### src/hw/rtl/hre_pkg.sv
// ============================================================================
// hre_pkg: shared constants and helpers for the hex record encoder
// Character codes, field widths, header slot codes and the small lookup
// functions used by the record sequencer.
// ============================================================================
package hre_pkg;

  localparam int RECORD_BYTES = 16;
  localparam int CNT_W        = $clog2(RECORD_BYTES + 1);
  localparam int IDX_W        = (RECORD_BYTES > 1) ? $clog2(RECORD_BYTES) : 1;

  // Record formats
  localparam logic [1:0] FMT_INTEL = 2'd0;

  // Configuration register indexes
  localparam logic CFG_FORMAT = 1'b0;
  localparam logic CFG_START  = 1'b1;

  // ASCII codes
  localparam logic [7:0] CH_COLON = 8'h3A;
  localparam logic [7:0] CH_S     = 8'h53;
  localparam logic [7:0] CH_ZERO  = 8'h30;
  localparam logic [7:0] CH_CR    = 8'h0D;
  localparam logic [7:0] CH_LF    = 8'h0A;
  localparam logic [7:0] CH_TEN   = 8'h3A;  // '0' + 10

  // Intel end line ":00000001FF" is END_INTEL_LAST + 1 characters long
  localparam logic [3:0] END_INTEL_LAST = 4'd10;
  localparam logic [3:0] END_SREC_LAST  = 4'd1;

  // Header byte slots
  localparam logic [2:0] SLOT_CNT  = 3'd0;
  localparam logic [2:0] SLOT_A3   = 3'd1;
  localparam logic [2:0] SLOT_A2   = 3'd2;
  localparam logic [2:0] SLOT_A1   = 3'd3;
  localparam logic [2:0] SLOT_A0   = 3'd4;
  localparam logic [2:0] SLOT_TYPE = 3'd5;

  typedef struct packed {
    logic [7:0] data_byte;
    logic       byte_valid;
    logic       end_of_image;
  } in_item_t;

  typedef struct packed {
    logic [7:0] out_char;
    logic       run_last;
  } out_item_t;

  function automatic logic [7:0] hex_char(input logic [3:0] nib);
    logic [7:0] c;
    if (nib < 4'd10) begin
      c = CH_ZERO + {4'd0, nib};
    end else begin
      c = 8'h37 + {4'd0, nib};  // 'A' - 10
    end
    return c;
  endfunction

  function automatic logic [7:0] intel_end_char(input logic [3:0] idx);
    logic [7:0] c;
    case (idx)
      4'd0:    c = CH_COLON;
      4'd8:    c = 8'h31;  // '1'
      4'd9:    c = 8'h46;  // 'F'
      4'd10:   c = 8'h46;
      default: c = CH_ZERO;
    endcase
    return c;
  endfunction

  // Slot that follows the count byte: address bytes depend on format
  function automatic logic [2:0] first_addr_slot(input logic [1:0] fmt);
    logic [2:0] s;
    case (fmt)
      2'd3:    s = SLOT_A3;
      2'd2:    s = SLOT_A2;
      default: s = SLOT_A1;
    endcase
    return s;
  endfunction

endpackage

### src/hw/rtl/hre_if.sv
// ============================================================================
// hre_if: streaming channels of the hex record encoder
// Input channel carries binary bytes, output channel carries ASCII characters.
// ============================================================================
interface hre_in_if;
  logic       valid;
  logic       ready;
  logic [7:0] data_byte;
  logic       byte_valid;
  logic       end_of_image;

  modport source (output valid, output data_byte, output byte_valid,
                  output end_of_image, input ready);
  modport sink   (input valid, input data_byte, input byte_valid,
                  input end_of_image, output ready);
endinterface

interface hre_out_if;
  logic       valid;
  logic       ready;
  logic [7:0] out_char;
  logic       run_last;

  modport source (output valid, output out_char, output run_last, input ready);
  modport sink   (input valid, input out_char, input run_last, output ready);
endinterface

### src/hw/rtl/hex_record_encoder_unit.sv
// ============================================================================
// hex_record_encoder_unit: binary byte stream to Intel hex / S-record text
// Buffers bytes into records and emits each record one ASCII character per
// transaction on the output channel.
// ============================================================================
// Output: a byte that closes no record gives no output; output stalls delay the text.
// Throughput: one character per cycle while the output is ready; the input is
//   ready only while the single character sequencer is idle.
// Reset (rst_n low, synchronous): format S1, start address 0, empty buffer.

module hex_record_encoder_unit (
  input  logic              clk,
  input  logic              rst_n,
  hre_in_if.sink            in_ch,
  hre_out_if.source         out_ch,
  input  logic              cfg_we,
  input  logic              cfg_index,
  input  logic [31:0]       cfg_data
);

  // Sequencer states
  localparam logic [3:0] ST_IDLE = 4'd0;
  localparam logic [3:0] ST_LEAD = 4'd1;  // ':' or 'S'
  localparam logic [3:0] ST_TYPE = 4'd2;  // S-record type digit
  localparam logic [3:0] ST_HDR  = 4'd3;  // count, address, Intel type byte
  localparam logic [3:0] ST_DATA = 4'd4;
  localparam logic [3:0] ST_CHK  = 4'd5;
  localparam logic [3:0] ST_CR   = 4'd6;
  localparam logic [3:0] ST_LF   = 4'd7;
  localparam logic [3:0] ST_END  = 4'd8;  // end record body

  localparam int CNT_W = hre_pkg::CNT_W;
  localparam int IDX_W = hre_pkg::IDX_W;

  // Configuration and image state
  logic [1:0]        fmt_r, fmt_nxt;
  logic [31:0]       start_r, start_nxt;
  logic [31:0]       addr_r, addr_nxt;
  logic [CNT_W-1:0]  cnt_r, cnt_nxt;
  logic [7:0]        rchk_r, rchk_nxt;
  logic [7:0]        buf_mem [hre_pkg::RECORD_BYTES];
  logic [7:0]        rd_r;  // buffer entry at the current data index

  // Sequencer state
  logic [3:0]        state_r, state_nxt;
  logic [CNT_W-1:0]  len_r, len_nxt;
  logic [7:0]        chk_r, chk_nxt;
  logic [2:0]        slot_r, slot_nxt;
  logic [IDX_W-1:0]  didx_r, didx_nxt;
  logic [3:0]        eidx_r, eidx_nxt;
  logic              nib_r, nib_nxt;
  logic              endp_r, endp_nxt;  // end record owed after this record
  logic              endph_r, endph_nxt;  // emitting the end record

  // Output register
  logic              ovalid_r, ovalid_nxt;
  hre_pkg::out_item_t oitem_r, oitem_nxt;

  logic              in_acc;
  logic              adv;
  logic              load;
  logic [7:0]        ld_char;
  logic              ld_last;
  logic [CNT_W-1:0]  cnt_new;
  logic [7:0]        rchk_new;
  logic [7:0]        cur_byte;
  logic [7:0]        hex_out;
  logic [7:0]        chk_sum;
  logic [7:0]        cnt_byte;
  logic [2:0]        last_slot;
  logic              is_intel;

  assign in_ch.ready  = (state_r == ST_IDLE);
  assign in_acc       = in_ch.valid && in_ch.ready;
  assign adv          = !ovalid_r || out_ch.ready;
  assign is_intel     = (fmt_r == hre_pkg::FMT_INTEL);

  assign out_ch.valid    = ovalid_r;
  assign out_ch.out_char = oitem_r.out_char;
  assign out_ch.run_last = oitem_r.run_last;

  assign cnt_new  = cnt_r + {{(CNT_W-1){1'b0}}, in_ch.byte_valid};
  assign rchk_new = rchk_r + (in_ch.byte_valid ? in_ch.data_byte : 8'd0);

  // Count byte: plain length for Intel, length + address bytes + 1 for S
  assign cnt_byte  = is_intel ? {{(8-CNT_W){1'b0}}, len_r}
                              : {{(8-CNT_W){1'b0}}, len_r} + 8'd2 + {6'd0, fmt_r};
  assign last_slot = is_intel ? hre_pkg::SLOT_TYPE : hre_pkg::SLOT_A0;

  // Select the byte on display for the current state
  always_comb begin
    cur_byte = 8'd0;
    case (state_r)
      ST_HDR: begin
        case (slot_r)
          hre_pkg::SLOT_CNT: cur_byte = cnt_byte;
          hre_pkg::SLOT_A3:  cur_byte = addr_r[31:24];
          hre_pkg::SLOT_A2:  cur_byte = addr_r[23:16];
          hre_pkg::SLOT_A1:  cur_byte = addr_r[15:8];
          hre_pkg::SLOT_A0:  cur_byte = addr_r[7:0];
          default:           cur_byte = 8'd0;
        endcase
      end
      ST_DATA: cur_byte = rd_r;
      ST_CHK:  cur_byte = is_intel ? (8'd0 - chk_r) : ~chk_r;
      default: cur_byte = 8'd0;
    endcase
  end

  assign hex_out = hre_pkg::hex_char(nib_r ? cur_byte[3:0] : cur_byte[7:4]);
  // Checksum adder: folds in each header byte; data is summed at accept into rchk_r
  assign chk_sum = chk_r + cur_byte;

  always_comb begin
    fmt_nxt   = fmt_r;
    start_nxt = start_r;
    addr_nxt  = addr_r;
    cnt_nxt   = cnt_r;
    rchk_nxt  = rchk_r;
    state_nxt = state_r;
    len_nxt   = len_r;
    chk_nxt   = chk_r;
    slot_nxt  = slot_r;
    didx_nxt  = didx_r;
    eidx_nxt  = eidx_r;
    nib_nxt   = nib_r;
    endp_nxt  = endp_r;
    endph_nxt = endph_r;
    load      = 1'b0;
    ld_char   = 8'd0;
    ld_last   = 1'b0;

    case (state_r)
      ST_IDLE: begin
        if (in_acc) begin
          cnt_nxt  = cnt_new;
          rchk_nxt = rchk_new;
          if (cnt_new == CNT_W'(hre_pkg::RECORD_BYTES) ||
              (in_ch.end_of_image && cnt_new != '0)) begin
            len_nxt   = cnt_new;
            cnt_nxt   = '0;
            rchk_nxt  = 8'd0;
            chk_nxt   = rchk_new;
            endp_nxt  = in_ch.end_of_image;
            endph_nxt = 1'b0;
            state_nxt = ST_LEAD;
          end else if (in_ch.end_of_image) begin
            eidx_nxt  = 4'd0;
            endph_nxt = 1'b1;
            state_nxt = ST_END;
          end
        end
      end
      ST_LEAD: begin
        if (adv) begin
          load      = 1'b1;
          ld_char   = is_intel ? hre_pkg::CH_COLON : hre_pkg::CH_S;
          slot_nxt  = hre_pkg::SLOT_CNT;
          nib_nxt   = 1'b0;
          state_nxt = is_intel ? ST_HDR : ST_TYPE;
        end
      end
      ST_TYPE: begin
        if (adv) begin
          load      = 1'b1;
          ld_char   = hre_pkg::CH_ZERO | {6'd0, fmt_r};
          state_nxt = ST_HDR;
        end
      end
      ST_HDR: begin
        if (adv) begin
          load    = 1'b1;
          ld_char = hex_out;
          nib_nxt = !nib_r;
          if (nib_r) begin
            chk_nxt = chk_sum;
            if (slot_r == last_slot) begin
              didx_nxt  = '0;
              state_nxt = ST_DATA;
            end else if (slot_r == hre_pkg::SLOT_CNT) begin
              slot_nxt = is_intel ? hre_pkg::SLOT_A1 : hre_pkg::first_addr_slot(fmt_r);
            end else begin
              slot_nxt = slot_r + 3'd1;
            end
          end
        end
      end
      ST_DATA: begin
        if (adv) begin
          load    = 1'b1;
          ld_char = hex_out;
          nib_nxt = !nib_r;
          if (nib_r) begin
            if ({1'b0, didx_r} + CNT_W'(1) == len_r) begin
              state_nxt = ST_CHK;
            end else begin
              didx_nxt = didx_r + IDX_W'(1);
            end
          end
        end
      end
      ST_CHK: begin
        if (adv) begin
          load    = 1'b1;
          ld_char = hex_out;
          nib_nxt = !nib_r;
          if (nib_r) begin
            state_nxt = ST_CR;
          end
        end
      end
      ST_CR: begin
        if (adv) begin
          load      = 1'b1;
          ld_char   = hre_pkg::CH_CR;
          state_nxt = ST_LF;
        end
      end
      ST_LF: begin
        if (adv) begin
          load    = 1'b1;
          ld_char = hre_pkg::CH_LF;
          if (endph_r) begin
            // End record done: the next image starts over
            ld_last   = 1'b1;
            addr_nxt  = start_r;
            endph_nxt = 1'b0;
            state_nxt = ST_IDLE;
          end else begin
            addr_nxt = addr_r + {{(32-CNT_W){1'b0}}, len_r};
            if (endp_r) begin
              eidx_nxt  = 4'd0;
              endph_nxt = 1'b1;
              endp_nxt  = 1'b0;
              state_nxt = ST_END;
            end else begin
              ld_last   = 1'b1;
              state_nxt = ST_IDLE;
            end
          end
        end
      end
      ST_END: begin
        if (adv) begin
          load = 1'b1;
          if (is_intel) begin
            ld_char = hre_pkg::intel_end_char(eidx_r);
          end else begin
            ld_char = (eidx_r == 4'd0) ? hre_pkg::CH_S : hre_pkg::CH_TEN - {6'd0, fmt_r};
          end
          if (eidx_r == (is_intel ? hre_pkg::END_INTEL_LAST : hre_pkg::END_SREC_LAST)) begin
            state_nxt = ST_CR;
          end else begin
            eidx_nxt = eidx_r + 4'd1;
          end
        end
      end
      default: begin
        state_nxt = ST_IDLE;
      end
    endcase

    // Configuration writes must arrive only while idle; the block itself does not enforce it
    if (cfg_we) begin
      case (cfg_index)
        hre_pkg::CFG_FORMAT: fmt_nxt = cfg_data[1:0];
        hre_pkg::CFG_START: begin
          start_nxt = cfg_data;
          addr_nxt  = cfg_data;
        end
        default: begin
        end
      endcase
    end
  end

  // Output register: load a new character or drop the taken one
  always_comb begin
    ovalid_nxt = ovalid_r;
    oitem_nxt  = oitem_r;
    if (load) begin
      ovalid_nxt         = 1'b1;
      oitem_nxt.out_char = ld_char;
      oitem_nxt.run_last = ld_last;
    end else if (out_ch.ready) begin
      ovalid_nxt = 1'b0;
    end
  end

  always_ff @(posedge clk) begin
    if (!rst_n) begin
      fmt_r    <= 2'd1;
      start_r  <= 32'd0;
      addr_r   <= 32'd0;
      cnt_r    <= '0;
      rchk_r   <= 8'd0;
      state_r  <= ST_IDLE;
      endp_r   <= 1'b0;
      endph_r  <= 1'b0;
      ovalid_r <= 1'b0;
    end else begin
      fmt_r    <= fmt_nxt;
      start_r  <= start_nxt;
      addr_r   <= addr_nxt;
      cnt_r    <= cnt_nxt;
      rchk_r   <= rchk_nxt;
      state_r  <= state_nxt;
      endp_r   <= endp_nxt;
      endph_r  <= endph_nxt;
      ovalid_r <= ovalid_nxt;
    end
  end

  always_ff @(posedge clk) begin
    len_r   <= len_nxt;
    chk_r   <= chk_nxt;
    slot_r  <= slot_nxt;
    didx_r  <= didx_nxt;
    eidx_r  <= eidx_nxt;
    nib_r   <= nib_nxt;
    oitem_r <= oitem_nxt;
  end

  // Record buffer: write the accepted byte at the fill position; read ahead
  // at the next data index so the entry is registered when it is shown
  always_ff @(posedge clk) begin
    if (in_acc && in_ch.byte_valid) begin
      buf_mem[cnt_r[IDX_W-1:0]] <= in_ch.data_byte;
    end
    rd_r <= buf_mem[didx_nxt];
  end

`ifndef SYNTH
  a_idle_not_full: assert property (@(posedge clk) disable iff (!rst_n)
    state_r == ST_IDLE |-> cnt_r < CNT_W'(hre_pkg::RECORD_BYTES))
    else $error("buffer full while idle");

  a_end_emits: assert property (@(posedge clk) disable iff (!rst_n)
    in_acc && in_ch.end_of_image |=> state_r != ST_IDLE)
    else $error("end of image produced no output");

  a_data_in_range: assert property (@(posedge clk) disable iff (!rst_n)
    state_r == ST_DATA |-> ({1'b0, didx_r} < len_r))
    else $error("data index beyond record length");

  a_fill_starts_record: assert property (@(posedge clk) disable iff (!rst_n)
    in_acc && in_ch.byte_valid &&
    cnt_r == CNT_W'(hre_pkg::RECORD_BYTES - 1) |=> state_r == ST_LEAD)
    else $error("full buffer did not start a record");

  a_last_goes_idle: assert property (@(posedge clk) disable iff (!rst_n)
    load && ld_last |=> state_r == ST_IDLE)
    else $error("final character without return to idle");
`endif

endmodule

### src/flat_wrapper.sv
// flat-port wrapper written by rule: the top's interface ports become plain ports
module hex_record_encoder_unit_flat 
  (clk, rst_n, cfg_we, cfg_index, cfg_data, in_ch_valid, in_ch_data_byte, in_ch_byte_valid, in_ch_end_of_image, in_ch_ready, out_ch_valid, out_ch_out_char, out_ch_run_last, out_ch_ready);
  hre_in_if in_ch_i ();
  hre_out_if out_ch_i ();
  input  logic clk;
  input  logic rst_n;
  input  logic cfg_we;
  input  logic cfg_index;
  input  logic [31:0] cfg_data;
  input wire logic [$bits(in_ch_i.valid)-1:0] in_ch_valid;
  input wire logic [$bits(in_ch_i.data_byte)-1:0] in_ch_data_byte;
  input wire logic [$bits(in_ch_i.byte_valid)-1:0] in_ch_byte_valid;
  input wire logic [$bits(in_ch_i.end_of_image)-1:0] in_ch_end_of_image;
  output wire logic [$bits(in_ch_i.ready)-1:0] in_ch_ready;
  output wire logic [$bits(out_ch_i.valid)-1:0] out_ch_valid;
  output wire logic [$bits(out_ch_i.out_char)-1:0] out_ch_out_char;
  output wire logic [$bits(out_ch_i.run_last)-1:0] out_ch_run_last;
  input wire logic [$bits(out_ch_i.ready)-1:0] out_ch_ready;
  assign in_ch_i.valid = in_ch_valid;
  assign in_ch_i.data_byte = in_ch_data_byte;
  assign in_ch_i.byte_valid = in_ch_byte_valid;
  assign in_ch_i.end_of_image = in_ch_end_of_image;
  assign in_ch_ready = in_ch_i.ready;
  assign out_ch_valid = out_ch_i.valid;
  assign out_ch_out_char = out_ch_i.out_char;
  assign out_ch_run_last = out_ch_i.run_last;
  assign out_ch_i.ready = out_ch_ready;
  hex_record_encoder_unit u_core (.clk(clk), .rst_n(rst_n), .in_ch(in_ch_i), .out_ch(out_ch_i), .cfg_we(cfg_we), .cfg_index(cfg_index), .cfg_data(cfg_data));
endmodule
### config.mk
export PLATFORM = sky130hd
export DESIGN_NAME = hex_record_encoder_unit_flat
export DESIGN_NICKNAME = d
export VERILOG_FILES = /design/src/hw/rtl/hre_pkg.sv /design/src/hw/rtl/hre_if.sv /design/src/hw/rtl/hex_record_encoder_unit.sv /design/src/flat_wrapper.sv
export SDC_FILE = /design/constraint.sdc
export NUM_CORES = 1
export LEC_CHECK = 0
export BUFFER_PORTS_ARGS = -buffer_cell sky130_fd_sc_hd__buf_2
export CELL_PAD_IN_SITES_DETAIL_PLACEMENT = 1
export CELL_PAD_IN_SITES_GLOBAL_PLACEMENT = 1
export CORE_UTILIZATION = 45
export CTS_BUF_LIST = sky130_fd_sc_hd__clkbuf_2 sky130_fd_sc_hd__clkbuf_4 sky130_fd_sc_hd__clkbuf_8
export CTS_CLUSTER_DIAMETER = 50
export DETAILED_ROUTE_END_ITERATION = 8
export PLACE_DENSITY_LB_ADDON = 0.1
export SYNTH_ARGS = -nofsm -noshare
export SYNTH_HDL_FRONTEND = slang
export SYNTH_SLANG_ARGS = --single-unit
### constraint.sdc
create_clock -name clk -period 8.9 [get_ports clk]
set_clock_uncertainty 0.2 [all_clocks]
set_input_delay 1.78 -clock clk [delete_from_list [all_inputs] [get_ports clk]]
set_output_delay 1.78 -clock clk [all_outputs]
set_load 0.05 [all_outputs]
==> flow_metrics.env, run 1 <==
export IMPL_status="completed"
export IMPL_wl_per_cell_um=22.0
export IMPL_setup_tns_ns=0
export IMPL_postSynthCellCount=1360
export IMPL_dr_wl_met3_mm=2.06
export IMPL_finalHoldViolations=0
export IMPL_grt_pass1_wl_mm=62.6
export IMPL_synth_fp_nets=1452
export IMPL_rows=62
export IMPL_numClockSinks=255
export IMPL_ys_warn_count=0
export IMPL_arrival_ns=5.05
export IMPL_htree_levels=2
export IMPL_tightest_slew_ns=1.21
export IMPL_nets=1486
export IMPL_place_hpwl_mm=27.8
export IMPL_grt_pass1_vias=11100
export IMPL_ys_ff_latch=255
export IMPL_final_setup_viol_count=0
export IMPL_syn_area_per_cell_um2=9.84
export IMPL_antenna_left=0
export IMPL_vias_per_cell=6.03
export IMPL_drv_cap=0
export IMPL_crit_path_end_kind="register"
export IMPL_drc=0
export IMPL_crit_fanout=33
export IMPL_cts_buffers=48
export IMPL_crit_family="simple AND/OR/NAND/NOR gates"
export IMPL_ir_drop_mv=0.151
export IMPL_async_flop_share_pct=0
export IMPL_cts_root_buf="clkbuf_8"
export IMPL_p_leak_uw=0.00534
export IMPL_cp_common_cell="buf_4"
export IMPL_start_util_pct=46.1
export IMPL_crit_type="reg -> reg"
export IMPL_min_period_ns=4.78
export IMPL_rsz0062_at_grt="no"
export IMPL_core_mm2=0.0290
export IMPL_firstDrtPassIters=6
export IMPL_wl_mm=40.1
export IMPL_ys_types=84
export IMPL_layout_drive_gt1_share_pct=15.2
export IMPL_die_w_um=174
export IMPL_num_fill_cells=3281
export IMPL_clk_path_buf_depth=3
export IMPL_highest_layer="met4"
export IMPL_wl_met1_mm=17.8
export IMPL_register_area_mm2=0.00668
export IMPL_ys_seq_area_share_pct=49.9
export IMPL_dieArea_mm2=0.0304
export IMPL_slowest_stage="dfxtp_1"
export IMPL_post_cts_buffers=0
export IMPL_antenna_found_initial=1
export IMPL_period_share_pct=53.7
export IMPL_drtIter0Drc=872
export IMPL_cts_tree="built"
export IMPL_relSlewSlack_pct=18.4
export IMPL_io_pins=59
export IMPL_cts_hold_buf=0
export IMPL_port_buffers=57
export IMPL_slowest_delay_ns=0.68
export IMPL_powerDensity_mw_per_mm2=251
export IMPL_synthFlopType="edfxtp_1"
export IMPL_synth_edff_count=157
export IMPL_syn_area_mm2=0.0134
export IMPL_grt_usage_pct=26.5
export IMPL_fmax_mhz=209
export IMPL_clkLatencyLatePin_ns=0.61
export IMPL_cp_required_ns=9.17
export IMPL_clkTransAtPathRegs_ns=0.06
export IMPL_multi_input_area_mm2=0.00623
export IMPL_wl_met2_mm=19.0
export IMPL_slew_violations=0
export IMPL_num_vias=11000
export IMPL_dpl_cell_area_mm2=0.0140
export IMPL_grt_start_max_net_pins=66
export IMPL_worst_path_buf_inv=2
export IMPL_place_gp_congestion=0.844
export IMPL_die_h_um=174
export IMPL_overflow=0
export IMPL_path_cells="nand2b_1 -> nor2_1 -> buf_4 -> a31oi_1 -> o31a_2 -> nor2_2 -> buf_4 -> mux2_2 -> o211ai_1 -> nand4_1"
export IMPL_final_area_mm2=0.0149
export IMPL_holdCritPathClass="reg -> reg"
export IMPL_start_kind="register"
export IMPL_area_growth_pct=11.7
export IMPL_cts_repair_resized=0
## stage by stage
step	instances	setup slack (ns)	total power, uW	hold slack [ns]	utilization, %
global placement	1728	3.72	2580	0.238	48.2
finish	1818	4.12	3750	0.257	51.5
detailed placement	1728	3.65	2620	0.249	48.2
global route	1817	3.74	3930	0.272	51.5
floorplan	1360	4.71	2270	0.227	-
CTS	1817	4.14	3770	0.257	51.5
## cell usage after synthesis, types with 15 or more instances
cell type / number / area share, %
a21oi_1: 114 / 4.3
a22oi_1: 22 / 1.2
clkbuf_1: 79 / 2.2
dfxtp_1: 98 / 15
edfxtp_1: 157 / 35
ha_1: 40 / 3.7
inv_1: 35 / 0.98
mux2_2: 33 / 2.8
mux2i_1: 15 / 1.1
nand2_1: 151 / 4.2
nand2b_1: 17 / 0.79
nand3_1: 88 / 3.3
nor2_1: 69 / 1.9
nor3_1: 22 / 0.82
o211ai_1: 40 / 2.2
o21ai_0: 90 / 3.4
xnor2_1: 24 / 1.6
## where the power goes
group          total, uW  internal [uW]  switching, uW
clock               1150            625            521
sequential          1510           1380            124
combinational       1100            371            724
total               3750           2380           1370
## worst paths after layout
kind	from	end	slack [ns]	depth (start not counted)
worst min-delay path	u_core.rchk_r[0]	u_core.rchk_r[0]	0.26	2
worst max-delay path	u_core.state_r[0]	u_core.rd_r[6]	4.12	10
worst min register to register	u_core.rchk_r[0]	u_core.rchk_r[0]	0.26	2
worst max register to register	u_core.state_r[0]	u_core.rd_r[6]	4.12	10
## sequential cells by signal (all words and copies together) (netlist names), 2 cells and up
name	flops
u_core.cnt_r	5
u_core.rchk_r	8
u_core.addr_r	32
u_core.buf_mem	128
u_core.eidx_r	4
u_core.fmt_r	2
u_core.out_ch.out_char	7
u_core.start_r	32
u_core.state_r	4
u_core.didx_r	4
u_core.rd_r	8
u_core.len_r	5
u_core.slot_r	3
u_core.chk_r	8
## placed cells by master, fill, tap and decap left out, drive strengths merged, types with 9 or more instances in the layout
cell and count:
a21o 12, nand3 88, inv 37, nor2 70
buf 79, edfxtp 157, nand2 151, dfxtp 98
nor3 22, o31ai 13, nand4 14, mux2 33
o22ai 14, xnor2 24, nand2b 17, a31oi 14
mux2i 15, xor2 14, nor2b 13, ha 40
o21ai 91, and3 9, a22oi 22, o211ai 40
clkinv 14, and2 14, clkbuf 70, a21oi 115
## logic make-up after synthesis
kind of cell | after synthesis | share of synthesized area [%]
other | 1 | 0.0280
flip-flops | 255 | 49.9
multiplexers | 48 | 3.90
AND/OR/NAND/NOR | 441 | 16.1
adder cells (fa/ha/maj) | 44 | 4.34
buffers and inverters | 131 | 3.86
AO/OA/AOI/OAI | 402 | 19.4
XOR/XNOR | 38 | 2.49
## tightest hold or removal path, delay by kind of cell, from the launching register on
family,cells,cell delay (ns)
AO/OA/AOI/OAI,1,0.05
flip-flops,1,0.31
AND/OR/NAND/NOR,1,0.05
## final cells by class
class | instances | area share, %
multi-input combinational | 974 | 41.7
timing repair buffer | 79 | 3.01
antenna | 1 | 0.0167
sequential | 255 | 44.7
inverter | 36 | 0.904
clock inverter | 19 | 0.770
clock buffer | 70 | 5.73
tap | 384 | 3.21
## layer usage
| layer | vias to the layer above | global-route usage, % |
|---|---|---|
| met5 | - | 0 |
| met4 | 0 | 10.2 |
| met3 | 79 | 4.02 |
| met2 | 300 | 43.5 |
| met1 | 5434 | 35.1 |
| li1 | 5153 | - |
Power figures use the tool's default switching activity.
==> run 2: changes to the inputs <==
==> constraint.sdc (replaced) <==
create_clock -name clk -period 5 [get_ports clk]
set_clock_uncertainty 0.2 [all_clocks]
set_input_delay 1 -clock clk [delete_from_list [all_inputs] [get_ports clk]]
set_output_delay 1 -clock clk [all_outputs]
set_load 0.05 [all_outputs]
==> flow_metrics.env, run 2 (same netlist as run 1, synthesis figures left out) <==
export IMPL_status="completed"
export IMPL_grt_pass1_vias=11200
export IMPL_clk_path_buf_depth=3
export IMPL_crit_fanout=4
export IMPL_crit_family="compound AO/OA/AOI/OAI gates"
export IMPL_worst_path_buf_inv=1
export IMPL_clkTransAtPathRegs_ns=0.06
export IMPL_slowest_delay_ns=0.60
export IMPL_cts_tree="built"
export IMPL_drtIter0Drc=665
export IMPL_num_fill_cells=3272
export IMPL_die_h_um=174
export IMPL_final_common_cell="edfxtp_1"
export IMPL_io_pins=59
export IMPL_diodes=0
export IMPL_start_kind="register"
export IMPL_place_hpwl_mm=28.1
export IMPL_whs_path_depth=2
export IMPL_place_gp_congestion=0.867
export IMPL_finalHoldViolations=0
export IMPL_min_period_ns=4.30
export IMPL_firstDrtPassIters=5
export IMPL_slowest_stage="a222oi_1"
export IMPL_wl_mm=40.3
export IMPL_tightest_slew_ns=1.12
export IMPL_path_cells="ha_1 -> inv_1 -> fa_1 -> nor2b_1 -> o31ai_1 -> a222oi_1 -> o21ai_0 -> ha_1 -> a21o_1 -> a21oi_1 -> o21bai_1 -> a21oi_1 -> o21bai_1 -> a21oi_1 -> xnor2_1 -> a21oi_1"
export IMPL_cts_root_buf="clkbuf_8"
export IMPL_drv_cap=0
export IMPL_cp_required_ns=5.12
export IMPL_start_util_pct=46.1
export IMPL_total_power_uw=6780
export IMPL_drc=0
export IMPL_crit_type="reg -> reg"
export IMPL_p_leak_uw=0.00544
export IMPL_setup_tns_ns=0
export IMPL_die_w_um=174
export IMPL_largest_reg_flops=128
export IMPL_reg2reg_to="u_core.chk_r[7]"
export IMPL_antenna_left=0
export IMPL_relSlewSlack_pct=24.7
export IMPL_p_comb_share_pct=29.1
export IMPL_num_vias=10900
export IMPL_layout_drive_gt1_share_pct=16.1
export IMPL_fmax_mhz=232
export IMPL_overflow=0
export IMPL_powerDensity_mw_per_mm2=449
export IMPL_wl_per_cell_um=22.1
export IMPL_port_buffers=57
export IMPL_seqPwrFrac_pct=39.5
export IMPL_rsz0062_at_grt="no"
export IMPL_reg2reg_setup_slack_ns=0.70
export IMPL_dieArea_mm2=0.0304
export IMPL_arrival_ns=4.42
export IMPL_period_share_pct=86.1
export IMPL_cts_hold_buf=0
export IMPL_cts_repair_resized=0
export IMPL_post_cts_buffers=0
export IMPL_core_mm2=0.0290
export IMPL_swShare_pct=35.3
export IMPL_cts_buffers=47
export IMPL_grt_usage_pct=26.6
export IMPL_reg2reg_from="u_core.len_r[0]"
export IMPL_cp_common_cell="a21oi_1"
export IMPL_nets=1499
export IMPL_crit_path_end_kind="register"
export IMPL_most_common_layout_cells="edfxtp_1, nand2_1, a21oi_1"
export IMPL_p_switching_uw=2390
export IMPL_rows=62
export IMPL_vias_per_cell=5.99
export IMPL_area_growth_pct=12.7
export IMPL_holdCritPathClass="reg -> reg"
export IMPL_grt_pass1_wl_mm=63.3
export IMPL_final_setup_viol_count=0
export IMPL_min_to="u_core.endp_r"
export IMPL_ir_drop_mv=0.267
export IMPL_power_frac_clock_pct=31.4
export IMPL_p_int_uw=4390
export IMPL_clkLatencyLatePin_ns=0.57
export IMPL_reg2reg_depth=16
export IMPL_hold_start="u_core.endp_r"
export IMPL_slew_violations=0
export IMPL_antenna_found_initial=0
export IMPL_htree_levels=2
export IMPL_grt_start_max_net_pins=47
export IMPL_numClockSinks=255
## run 2: worst max-delay path by stage
stage	from	endpoint	slack [ns]	depth (start not counted)
after floorplan	u_core.state_r[1]	u_core.buf_mem[0][0]	1.28	7
after detailed placement	u_core.len_r[0]	u_core.chk_r[7]	0.82	16
after global routing	u_core.fmt_r[1]	u_core.chk_r[7]	0.46	15
after global placement	u_core.len_r[0]	u_core.chk_r[7]	0.91	16
after CTS	u_core.len_r[0]	u_core.chk_r[7]	0.80	16
final	u_core.len_r[0]	u_core.chk_r[7]	0.70	16
## run 2: routing by layer
layer / track usage (%) / vias up / part of all wire (%)
met5: 0 / - / 0
met4: 9.03 / 0 / 2.9
met3: 3.35 / 75 / 4.0
met2: 44.5 / 260 / 47
met1: 35.3 / 5440 / 46
li1: - / 5169 / -
## run 2: tightest hold or removal path: stages, from the launching register on
cell and delay (ns):
dfxtp_1 0.31, nand2_1 0.05, a21oi_1 0.05
## run 2: power groups by stage
stage / clock [uW] / combinational (uW) / sequential (uW)
after floorplan: 0 / 1310 / 2730
final: 2130 / 1970 / 2680
after global routing: 2260 / 2150 / 2700
after CTS: 2180 / 1980 / 2680
after detailed placement: 0 / 1970 / 2720
after global placement: 0 / 1930 / 2710
## run 2: final cells by class
cell class / instances / area (um2) / share of cell area (%)
Sequential cell: 255 / 6680 / 44.2
Inverter: 36 / 135 / 0.896
Multi-Input combinational cell: 974 / 6240 / 41.3
Timing Repair Buffer: 93 / 556 / 3.68
Clock buffer: 72 / 847 / 5.61
Tap cell: 384 / 480 / 3.18
Clock inverter: 14 / 158 / 1.04
## run 2: metrics by stage
stage	util, %	hold slack [ns]	instances	instance area (um2)	setup WS (ns)
2_1_floorplan	-	0.227	1360	13400	1.28
3_3_place_gp	48.5	0.236	1742	14100	0.905
3_5_place_dp	48.5	0.250	1742	14100	0.822
4_1_cts	52.0	0.257	1828	15100	0.804
5_1_grt	52.0	0.271	1828	15100	0.460
6_report	52.0	0.254	1828	15100	0.696
